[config.mk]
export PLATFORM = sky130hd
export DESIGN_NAME = dma_table_pwm_dimmer
export DESIGN_NICKNAME = d
export VERILOG_FILES = /design/src/dtpd_pkg.sv /design/src/dtpd_reload.sv /design/src/dtpd_engine.sv /design/src/dtpd_outbuf.sv /design/src/dma_table_pwm_dimmer.sv
export SDC_FILE = /design/constraint.sdc
export NUM_CORES = 2
export LEC_CHECK = 0
export BUFFER_PORTS_ARGS = -buffer_cell sky130_fd_sc_hd__buf_2
export CORE_MARGIN = 4
export CORE_UTILIZATION = 50
export DETAILED_ROUTE_END_ITERATION = 8
export PLACE_DENSITY = 0.8
export SYNTH_ARGS = -nofsm -noshare
export SYNTH_HDL_FRONTEND = slang
export SYNTH_HIERARCHICAL = 1
export SYNTH_SLANG_ARGS = --single-unit
[constraint.sdc]
create_clock -name clock -period 6.5 [get_ports clock]
set_input_delay 0.65 -clock clock [delete_from_list [all_inputs] [get_ports clock]]
set_output_delay 0.65 -clock clock [all_outputs]
set_load 0.03 [all_outputs]
[src/dtpd_pkg.sv]
// ----------------------------------------------------------------------------
// Dimmer package
// Shared types, codes and fixed widths of the table-driven PWM dimmer.
// ----------------------------------------------------------------------------
package dtpd_pkg;

   // Request kinds carried on the request channel's tuser.
   typedef enum logic [2:0] {
      REQ_TICK  = 3'd0,
      REQ_START = 3'd1,
      REQ_DUTY  = 3'd2,
      REQ_REARM = 3'd3,
      REQ_STOP  = 3'd4
   } req_kind_type;

   // Run status as reported in every response.
   typedef enum logic [1:0] {
      STATUS_IDLE    = 2'd0,
      STATUS_RUNNING = 2'd1,
      STATUS_REFUSED = 2'd2
   } status_type;

   // Configuration register indexes.
   localparam logic CSR_PERIOD = 1'b0;
   localparam logic CSR_KHZ    = 1'b1;

   localparam int CSR_INDEX_W = 1;
   localparam int CSR_DATA_W  = 20;
   localparam int PERIOD_W    = 20;
   localparam int KHZ_W       = 18;
   localparam int PRODUCT_W   = PERIOD_W + KHZ_W;
   localparam int RELOAD_W    = 32;
   localparam int DUTY_W      = 7;
   localparam int DUTY_MAX    = 100;
   localparam int POS_W       = 7;
   localparam int REARM_W     = 16;

   typedef struct packed {
      logic               light_on;
      status_type         status_code;
      logic [POS_W-1:0]   word_position;
      logic               channel_idle;
      logic [REARM_W-1:0] rearm_total;
   } result_type;

endpackage

[src/dtpd_reload.sv]
// ----------------------------------------------------------------------------
// Reload calculator
// Holds the configuration registers and derives the timer reload value from
// them with one multiply and a multiplication by the reciprocal of the fixed
// divisor, taken in 16-bit slices.
// ----------------------------------------------------------------------------
module dtpd_reload #(
   parameter int WAVE_WORDS    = 100,
   parameter int MIN_CLOCK_KHZ = 100
) (
   input  logic                                clock,
   input  logic                                reset,
   input  logic                                csr_we,
   input  logic [dtpd_pkg::CSR_INDEX_W-1:0]    csr_index,
   input  logic [dtpd_pkg::CSR_DATA_W-1:0]     csr_wdata,
   output logic                                busy,
   output logic                                clock_low,
   output logic [dtpd_pkg::RELOAD_W-1:0]       reload
);

   localparam int PW      = dtpd_pkg::PRODUCT_W;
   localparam int DIVISOR = 1000 * WAVE_WORDS;
   localparam int DW      = $clog2(DIVISOR + 1);
   // The product stays below 2^PW and the divisor below 2^DW, so a reciprocal
   // rounded up with PW + DW fraction bits gives the exact quotient.
   localparam int RECIP_K = PW + DW;
   localparam logic [63:0] RECIP = ((64'd1 << RECIP_K) + 64'(DIVISOR) - 64'd1)
                                   / 64'(DIVISOR);
   localparam int CHUNK_W = 16;
   localparam int CHUNKS  = 3;
   localparam int MW      = CHUNK_W * CHUNKS;
   localparam int ACC_W   = PW + CHUNK_W;
   localparam int QSHIFT  = RECIP_K - CHUNK_W * (CHUNKS - 1);
   localparam int CNTW    = $clog2(CHUNKS);

   typedef enum logic [1:0] {
      PH_MUL,
      PH_MAC,
      PH_FIN,
      PH_DONE
   } phase_type;

   phase_type                         phase_ff, phase_in;
   logic [dtpd_pkg::PERIOD_W-1:0]     period_ff, period_in;
   logic [dtpd_pkg::KHZ_W-1:0]        khz_ff, khz_in;
   logic [PW-1:0]                     prod_ff, prod_in;
   logic [MW-1:0]                     mult_ff, mult_in;
   logic [ACC_W-1:0]                  acc_ff, acc_in;
   logic [CNTW-1:0]                   count_ff, count_in;
   logic [dtpd_pkg::RELOAD_W-1:0]     reload_ff, reload_in;
   logic [ACC_W-1:0]                  partial;
   logic [ACC_W-1:0]                  quot;

   // One slice of the reciprocal times the product. The accumulator is
   // shifted down by a slice each step, which keeps the floor exact.
   assign partial = {{CHUNK_W{1'b0}}, prod_ff} * {{PW{1'b0}}, mult_ff[CHUNK_W-1:0]};
   assign quot    = acc_ff >> QSHIFT;

   always_comb begin
      phase_in  = phase_ff;
      period_in = period_ff;
      khz_in    = khz_ff;
      prod_in   = prod_ff;
      mult_in   = mult_ff;
      acc_in    = acc_ff;
      count_in  = count_ff;
      reload_in = reload_ff;
      unique case (phase_ff)
         PH_MUL: begin
            prod_in  = {{(PW - dtpd_pkg::KHZ_W){1'b0}}, khz_ff}
                     * {{(PW - dtpd_pkg::PERIOD_W){1'b0}}, period_ff};
            mult_in  = RECIP[MW-1:0];
            acc_in   = '0;
            count_in = CNTW'(CHUNKS - 1);
            phase_in = PH_MAC;
         end
         PH_MAC: begin
            acc_in  = (acc_ff >> CHUNK_W) + partial;
            mult_in = mult_ff >> CHUNK_W;
            if (count_ff == '0) begin
               phase_in = PH_FIN;
            end else begin
               count_in = count_ff - 1'b1;
            end
         end
         PH_FIN: begin
            // A zero quotient would give an all-ones reload, so it is forced to one.
            reload_in = (quot != '0) ? dtpd_pkg::RELOAD_W'(quot - 1'b1)
                                     : dtpd_pkg::RELOAD_W'(1);
            phase_in  = PH_DONE;
         end
         default: begin
         end
      endcase
      if (csr_we) begin
         if (csr_index == dtpd_pkg::CSR_PERIOD) begin
            period_in = csr_wdata[dtpd_pkg::PERIOD_W-1:0];
         end else begin
            khz_in = csr_wdata[dtpd_pkg::KHZ_W-1:0];
         end
         phase_in = PH_MUL;
      end
   end

   always_ff @(posedge clock) begin
      if (reset) begin
         phase_ff  <= PH_MUL;
         period_ff <= dtpd_pkg::PERIOD_W'(4000);
         khz_ff    <= '0;
         reload_ff <= '0;
      end else begin
         phase_ff  <= phase_in;
         period_ff <= period_in;
         khz_ff    <= khz_in;
         reload_ff <= reload_in;
      end
      prod_ff  <= prod_in;
      mult_ff  <= mult_in;
      acc_ff   <= acc_in;
      count_ff <= count_in;
   end

   assign busy      = (phase_ff != PH_DONE);
   assign clock_low = (khz_ff < dtpd_pkg::KHZ_W'(MIN_CLOCK_KHZ));
   assign reload    = reload_ff;

endmodule

[src/dtpd_engine.sv]
// ----------------------------------------------------------------------------
// Dimmer engine
// Timer, word pointer and block repeat state, updated once per request.
// ----------------------------------------------------------------------------
module dtpd_engine #(
   parameter int WAVE_WORDS    = 100,
   parameter int BLOCK_REPEATS = 2048
) (
   input  logic                             clock,
   input  logic                             reset,
   input  logic                             push,
   input  logic [2:0]                       req_kind,
   input  logic [7:0]                       duty_raw,
   input  logic [dtpd_pkg::RELOAD_W-1:0]    reload,
   input  logic                             clock_low,
   output dtpd_pkg::result_type             result
);

   localparam int IW = (WAVE_WORDS > 1) ? $clog2(WAVE_WORDS) : 1;
   localparam int RW = $clog2(BLOCK_REPEATS + 1);
   localparam int CW = $clog2(dtpd_pkg::DUTY_MAX * WAVE_WORDS + 1);

   dtpd_pkg::status_type              run_ff, run_in;
   logic [dtpd_pkg::DUTY_W-1:0]       duty_ff, duty_in;
   logic [dtpd_pkg::RELOAD_W-1:0]     reload_ff, reload_in;
   logic [dtpd_pkg::RELOAD_W-1:0]     tick_ff, tick_in;
   logic [IW-1:0]                     index_ff, index_in;
   logic [RW-1:0]                     repeats_ff, repeats_in;
   logic                              dma_idle_ff, dma_idle_in;
   logic                              pin_ff, pin_in;
   logic [dtpd_pkg::REARM_W-1:0]      rearm_ff, rearm_in;
   logic [dtpd_pkg::DUTY_W-1:0]       duty_clamped;
   logic                              word_lit;

   assign duty_clamped = (duty_raw > 8'(dtpd_pkg::DUTY_MAX)) ?
                         dtpd_pkg::DUTY_W'(dtpd_pkg::DUTY_MAX) : duty_raw[6:0];

   // The current word is lit when it lies below round(duty * words / 100),
   // which reduces to 100 * index + 50 <= duty * words.
   assign word_lit = (CW'(index_ff) * CW'(100) + CW'(50))
                     <= (CW'(duty_ff) * CW'(WAVE_WORDS));

   always_comb begin
      logic [RW-1:0] repeats_dec;
      run_in      = run_ff;
      duty_in     = duty_ff;
      reload_in   = reload_ff;
      tick_in     = tick_ff;
      index_in    = index_ff;
      repeats_in  = repeats_ff;
      dma_idle_in = dma_idle_ff;
      pin_in      = pin_ff;
      rearm_in    = rearm_ff;
      repeats_dec = (repeats_ff != '0) ? (repeats_ff - 1'b1) : repeats_ff;
      if (push) begin
         unique case (req_kind)
            dtpd_pkg::REQ_TICK: begin
               if (run_ff == dtpd_pkg::STATUS_RUNNING) begin
                  if (tick_ff >= reload_ff) begin
                     tick_in = '0;
                     if (!dma_idle_ff) begin
                        pin_in = word_lit;
                        if (index_ff == IW'(WAVE_WORDS - 1)) begin
                           index_in   = '0;
                           repeats_in = repeats_dec;
                           if (repeats_dec == '0) begin
                              dma_idle_in = 1'b1;
                           end
                        end else begin
                           index_in = index_ff + 1'b1;
                        end
                     end
                  end else begin
                     tick_in = tick_ff + 1'b1;
                  end
               end
            end
            dtpd_pkg::REQ_START: begin
               tick_in  = '0;
               index_in = '0;
               if (clock_low) begin
                  pin_in      = 1'b0;
                  dma_idle_in = 1'b1;
                  repeats_in  = '0;
                  run_in      = dtpd_pkg::STATUS_REFUSED;
               end else begin
                  duty_in     = duty_clamped;
                  reload_in   = reload;
                  repeats_in  = RW'(BLOCK_REPEATS);
                  dma_idle_in = 1'b0;
                  run_in      = dtpd_pkg::STATUS_RUNNING;
               end
            end
            dtpd_pkg::REQ_DUTY: begin
               duty_in = duty_clamped;
            end
            dtpd_pkg::REQ_REARM: begin
               if (run_ff == dtpd_pkg::STATUS_RUNNING && dma_idle_ff) begin
                  index_in    = '0;
                  repeats_in  = RW'(BLOCK_REPEATS);
                  dma_idle_in = 1'b0;
                  rearm_in    = rearm_ff + 1'b1;
               end
            end
            dtpd_pkg::REQ_STOP: begin
               pin_in      = 1'b0;
               dma_idle_in = 1'b1;
               tick_in     = '0;
               index_in    = '0;
               repeats_in  = '0;
               run_in      = dtpd_pkg::STATUS_IDLE;
            end
            default: begin
            end
         endcase
      end
   end

   always_ff @(posedge clock) begin
      if (reset) begin
         run_ff      <= dtpd_pkg::STATUS_IDLE;
         duty_ff     <= '0;
         reload_ff   <= '0;
         tick_ff     <= '0;
         index_ff    <= '0;
         repeats_ff  <= '0;
         dma_idle_ff <= 1'b1;
         pin_ff      <= 1'b0;
         rearm_ff    <= '0;
      end else begin
         run_ff      <= run_in;
         duty_ff     <= duty_in;
         reload_ff   <= reload_in;
         tick_ff     <= tick_in;
         index_ff    <= index_in;
         repeats_ff  <= repeats_in;
         dma_idle_ff <= dma_idle_in;
         pin_ff      <= pin_in;
         rearm_ff    <= rearm_in;
      end
   end

   // The response reflects the state after the request is applied.
   always_comb begin
      result.light_on      = pin_in;
      result.status_code   = run_in;
      result.word_position = dtpd_pkg::POS_W'(index_in);
      result.channel_idle  = dma_idle_in;
      result.rearm_total   = rearm_in;
   end

   a_index_in_table: assert property (@(posedge clock) disable iff (reset)
      index_ff <= IW'(WAVE_WORDS - 1))
      else $error("word index ran past the table");

   a_stopped_is_parked: assert property (@(posedge clock) disable iff (reset)
      run_ff != dtpd_pkg::STATUS_RUNNING |-> index_ff == '0 && dma_idle_ff)
      else $error("channel active while not running");

endmodule

[src/dtpd_outbuf.sv]
// ----------------------------------------------------------------------------
// Response buffer
// Two-entry output register with skid stage for the response channel.
// ----------------------------------------------------------------------------
module dtpd_outbuf (
   input  logic                  clock,
   input  logic                  reset,
   input  logic                  push,
   input  dtpd_pkg::result_type  push_data,
   output logic                  in_ready,
   output logic                  out_valid,
   input  logic                  out_ready,
   output dtpd_pkg::result_type  out_data
);

   logic                  out_valid_ff, out_valid_in;
   logic                  skid_valid_ff, skid_valid_in;
   dtpd_pkg::result_type  out_data_ff, out_data_in;
   dtpd_pkg::result_type  skid_data_ff, skid_data_in;
   logic                  pop;

   assign pop = out_valid_ff && out_ready;

   always_comb begin
      out_valid_in  = out_valid_ff;
      skid_valid_in = skid_valid_ff;
      out_data_in   = out_data_ff;
      skid_data_in  = skid_data_ff;
      if (!out_valid_ff || pop) begin
         out_data_in   = skid_valid_ff ? skid_data_ff : push_data;
         out_valid_in  = skid_valid_ff || push;
         skid_valid_in = 1'b0;
      end else if (push) begin
         skid_data_in  = push_data;
         skid_valid_in = 1'b1;
      end
   end

   always_ff @(posedge clock) begin
      if (reset) begin
         out_valid_ff  <= 1'b0;
         skid_valid_ff <= 1'b0;
      end else begin
         out_valid_ff  <= out_valid_in;
         skid_valid_ff <= skid_valid_in;
      end
      out_data_ff  <= out_data_in;
      skid_data_ff <= skid_data_in;
   end

   assign in_ready  = !skid_valid_ff;
   assign out_valid = out_valid_ff;
   assign out_data  = out_data_ff;

   a_skid_behind_out: assert property (@(posedge clock) disable iff (reset)
      skid_valid_ff |-> out_valid_ff)
      else $error("skid entry held with an empty output register");

endmodule

[src/dma_table_pwm_dimmer.sv]
// ----------------------------------------------------------------------------
// Table-driven PWM backlight dimmer
// Timer-paced walk through a table of pin words with block repeats and rearm.
// ----------------------------------------------------------------------------
// Usage: every request transaction on the req_ channel is either one timer
// clock tick or a command (start, set duty, poll rearm, stop), selected by
// req_tuser. Each request produces exactly one response transaction on the
// rsp_ channel carrying the light level, run status, next word position,
// channel idle flag and rearm count after the request has been applied.
// The response is registered, and one request can be accepted every cycle
// unless rsp_ stalls or a reload runs, so ticks stream at full clock rate.
// The rsp_ side has an output register plus a skid entry; while the receiver
// stalls, one more request is still taken, then req_tready drops until the
// backlog drains. No response is dropped or duplicated.
// The csr_ port writes the period and timer clock registers. After reset and
// after every register write the reload unit recomputes the timer reload with
// one multiply and a reciprocal multiplication taken in three 16-bit slices,
// and req_tready stays low during that time. Reset is synchronous and returns
// all state to idle with the light off and the DMA channel idle.
// ----------------------------------------------------------------------------
module dma_table_pwm_dimmer #(
   parameter int WAVE_WORDS    = 100,
   parameter int BLOCK_REPEATS = 2048,
   parameter int MIN_CLOCK_KHZ = 100
) (
   input  logic                              clock,
   input  logic                              reset,
   // Request channel.
   input  logic                              req_tvalid,
   output logic                              req_tready,
   input  logic [7:0]                        req_tdata,   // [7:0] duty_value
   input  logic [2:0]                        req_tuser,   // [2:0] req_type
   // Response channel.
   output logic                              rsp_tvalid,
   input  logic                              rsp_tready,
   // [0] light_on, [2:1] status_code, [9:3] word_position, [10] channel_idle,
   // [26:11] rearm_total, [31:27] zero
   output logic [31:0]                       rsp_tdata,
   // Configuration write port.
   input  logic                              csr_we,
   input  logic [dtpd_pkg::CSR_INDEX_W-1:0]  csr_index,
   input  logic [dtpd_pkg::CSR_DATA_W-1:0]   csr_wdata
);

   logic                           calc_busy;
   logic                           clock_low;
   logic [dtpd_pkg::RELOAD_W-1:0]  reload;
   logic                           buf_ready;
   logic                           accept;
   dtpd_pkg::result_type           result;
   dtpd_pkg::result_type           rsp_data;

   // Requests are held off while the reload value is being recomputed.
   assign req_tready = buf_ready && !calc_busy;
   assign accept     = req_tvalid && req_tready;

   dtpd_reload #(
      .WAVE_WORDS    (WAVE_WORDS),
      .MIN_CLOCK_KHZ (MIN_CLOCK_KHZ)
   ) u_reload (
      .clock     (clock),
      .reset     (reset),
      .csr_we    (csr_we),
      .csr_index (csr_index),
      .csr_wdata (csr_wdata),
      .busy      (calc_busy),
      .clock_low (clock_low),
      .reload    (reload)
   );

   dtpd_engine #(
      .WAVE_WORDS    (WAVE_WORDS),
      .BLOCK_REPEATS (BLOCK_REPEATS)
   ) u_engine (
      .clock     (clock),
      .reset     (reset),
      .push      (accept),
      .req_kind  (req_tuser),
      .duty_raw  (req_tdata),
      .reload    (reload),
      .clock_low (clock_low),
      .result    (result)
   );

   dtpd_outbuf u_outbuf (
      .clock     (clock),
      .reset     (reset),
      .push      (accept),
      .push_data (result),
      .in_ready  (buf_ready),
      .out_valid (rsp_tvalid),
      .out_ready (rsp_tready),
      .out_data  (rsp_data)
   );

   // Pack the response fields, first field in the lowest bits.
   assign rsp_tdata = {5'd0, rsp_data.rearm_total, rsp_data.channel_idle,
                       rsp_data.word_position, rsp_data.status_code,
                       rsp_data.light_on};

   a_no_accept_while_calc: assert property (@(posedge clock) disable iff (reset)
      calc_busy |-> !req_tready)
      else $error("request accepted while the reload value is stale");

endmodule
==> results.cfg <==
[status]
run_status = finished, final reports clean

[run]
cap_violations = 0

[sta]
fin_crit_ps = 6460
fmax_mhz = 155
rsz0062_at_grt = true
setup_viol = 0
skew_ps = 22.6
post-route-period-util_pct = 99.4
finalMaxSlewViolations = 0
hold_viol_final = 0
worst_pin_slew_ps = 1210
slew_headroom_pct = 19.5
holdWs_ps = 330

[global_routing]
globalRoute.totalOverflow = 0
grt_pass1_wl_um = 166000
grt_pass1_vias = 33100
grt_usage_pct = 22.3
grt_max_degree = 79
antenna_found_initial = 2

[cts]
cts_root_buf = clkbuf_16
cts.clk_slew.worst_paths_ps = 60
ctsHoldBuffers = 0
cts_buffers = 37
cts.sinks = 325
insertion_delay_ps = 570
h-tree-depth = 2
clock_path_buffers = 3
tritoncts = built

[logic_synthesis]
synth_warnings = 6
syn_area_mm2 = 0.0433
synth-seq-cells = 325
synth-main-ff-cell = dfxtp_1
synth-edff-count = 141
synth_xor_area_share_pct = 3.08
synthTopCellsByArea = fa_1 (31%), ha_1 (13%), edfxtp_1 (9.8%), inv_1 (9.4%), dfxtp_1 (8.5%)
synth_compound_area_share_pct = 7.14
syn_area_per_cell_um2 = 9.12
synth-simple-area-share_pct = 15.1
ys_types = 86
syn_inst = 4746
synth_most_common_cell = inv_1
synth_top_cell_by_area = fa_1
synth_top_area_share_pct = 31.3
synth_fa_ha_area_share_pct = 44.3
synth_common_cells = inv_1 (1088), fa_1 (676), nand2_1 (619), ha_1 (452), and2_1 (240)
synth_top_family_by_area = adder cells
yosysSeqAreaShare_pct = 18.3
synthMuxAreaShare_pct = 1.00
async_reset_ff_share_pct = 0

[detailed_routing]
vias = 32400
wire_per_inst_um = 17.1
first_pass_iters = 6
drc_errors = 0
vias_per_cell = 5.37
drt-total-wl_um = 103000
first_iter_violations = 2522
detail-route-antenna-nets = 0

[final_layout]
nets = 6041
diodes = 0
syn2layout_area_growth_pct = 10.7
drive_above_1_share_pct = 10.8

[die]
core_area_mm2 = 0.0855
die_y_um = 302
ios = 71
die_w_um = 302
placementRows = 107
dieArea_mm2 = 0.0913
start_util_pct = 50.6

[hold_path]
worstHoldPathType = in2reg

[critical_path]
crit_arrival_ps = 6760
path_max_fanout = 8
start_kind = flop
path_class = reg2reg
worstSetupEndpointType = flop
crit_required_ps = 6790

[placed_design]
port_buffers = 65
dp_hpwl_um = 83300
gp_congestion = 0.961
## path summary, 6_finish.rpt
kind	from	end	slack, ps	depth (start not counted)
min	csr_wdata[12]	u_reload/period_ff[12]	330	3
max	u_reload/mult_ff[13]	u_reload/acc_ff[53]	40	23
max reg2reg	u_reload/mult_ff[13]	u_reload/acc_ff[53]	40	23
min reg2reg	u_reload/reload[2]	u_engine/reload_ff[2]	450	2
## worst max-delay path, stage by stage, from the launching register on
cell       delay (ps)
edfxtp_1          410
buf_12            170
clkbuf_16         180
nand2_2           110
fa_2              480
fa_1              520
fa_1              520
inv_1              60
fa_1              480
fa_1              510
inv_1              50
fa_1              470
inv_1              60
ha_4              280
and4_2            280
and4_1            200
o211ai_1          140
a31oi_2           270
nor3_1             70
buf_4             160
a211o_1           270
a31o_2            240
a21oi_1           180
nor3_2             60
## cells by family (layout without fill, tap and decap cells)
| logic type | Yosys count | count (layout) |
|---|---|---|
| AOI/OAI and AO/OA | 490 | 490 |
| adders and majority gates | 1128 | 1128 |
| buffers and inverters | 1262 | 1413 |
| xor gates and xnor gates | 152 | 152 |
| muxes | 37 | 37 |
| other | 1 | 5 |
| and+or+nand+nor | 1351 | 1351 |
| DFF | 325 | 325 |
## per-stage QoR
step	TNS, ps	cell area (um2)	cells	utilization (%)	setup WS, ps
final	0	47900	6045	56.0	37.0
after global routing	-474	47900	6045	56.0	-130
after CTS	0	47100	6032	55.1	6.02
after detailed placement	-456	45800	5964	53.5	-224
after global placement	-47.4	45800	5964	53.5	-27.5
after floorplan	-9.63	43300	4750	-	-9.63
## flip-flops by register name, summed over array words and instances, names as in the netlist, 2 cells and up
| signal | cells |
|---|---|
| u_reload/reload | 32 |
| u_engine/index_ff | 7 |
| u_reload/mult_ff | 9 |
| u_reload/prod_ff | 38 |
| u_engine/repeats_ff | 12 |
| u_engine/run_ff | 2 |
| u_reload/phase_ff | 2 |
| u_engine/tick_ff | 32 |
| u_outbuf/out_data | 27 |
| u_reload/acc_ff | 38 |
| u_reload/period_ff | 20 |
| u_engine/rearm_ff | 16 |
| u_reload/khz_ff | 18 |
| u_engine/duty_ff | 7 |
| u_engine/reload_ff | 32 |
| u_reload/count_ff | 2 |
| u_outbuf/skid_data_ff | 27 |
## cell usage in the layout (no fill, tap or decap), types with 13 or more instances in the layout
cell / synthesis / routed
a211oi_1: 16 / 15
a21o_1: 40 / 40
a21oi_1: 204 / 195
a31oi_1: 21 / 19
and2_1: 240 / 234
and3_1: 29 / 26
buf_2: 10 / 64
buf_4: 8 / 172
buf_6: 2 / 13
clkbuf_16: 0 / 40
dfxtp_1: 184 / 159
dfxtp_2: 0 / 14
edfxtp_1: 141 / 141
fa_1: 676 / 648
fa_2: 0 / 28
ha_1: 452 / 437
ha_4: 0 / 13
inv_1: 1088 / 1086
mux2_2: 19 / 19
nand2_1: 619 / 586
nand2_2: 0 / 26
nand2b_1: 29 / 29
nand3_1: 48 / 47
nand4_1: 40 / 40
nor2_1: 175 / 173
nor2b_1: 50 / 50
nor3_1: 47 / 44
o211ai_1: 19 / 19
o21a_1: 21 / 21
o21ai_0: 68 / 57
o21bai_1: 14 / 13
xnor2_1: 101 / 101
xor2_1: 51 / 51
## cell type report
class | count | area, um2
flip-flops and latches | 325 | 7980
clock inverters | 21 | 272
well taps | 1144 | 1430
multi-input cells | 3163 | 31200
fillers | 7050 | 37600
inverters | 1089 | 4090
clock buffers | 43 | 968
repair buffers | 260 | 2000
## routing by layer
layer / global-route usage (%) / share of wire (%) / wire, um
met5: 0 / 0.016 / 17
met4: 7.53 / 3.8 / 3880
met3: 3.05 / 6.4 / 6550
met2: 38.1 / 49 / 50800
met1: 29.4 / 41 / 41900
## what timing repair did
action                     CTS  global route
gates cloned                 1             4
setup endpoints to repair    7            28
gates resized for setup     23           170
pin swaps                    6            54
buffers inserted             3             9
Power is not shown: default switching activity piles up to over one toggle a cycle in this logic, so the estimate is an artifact.
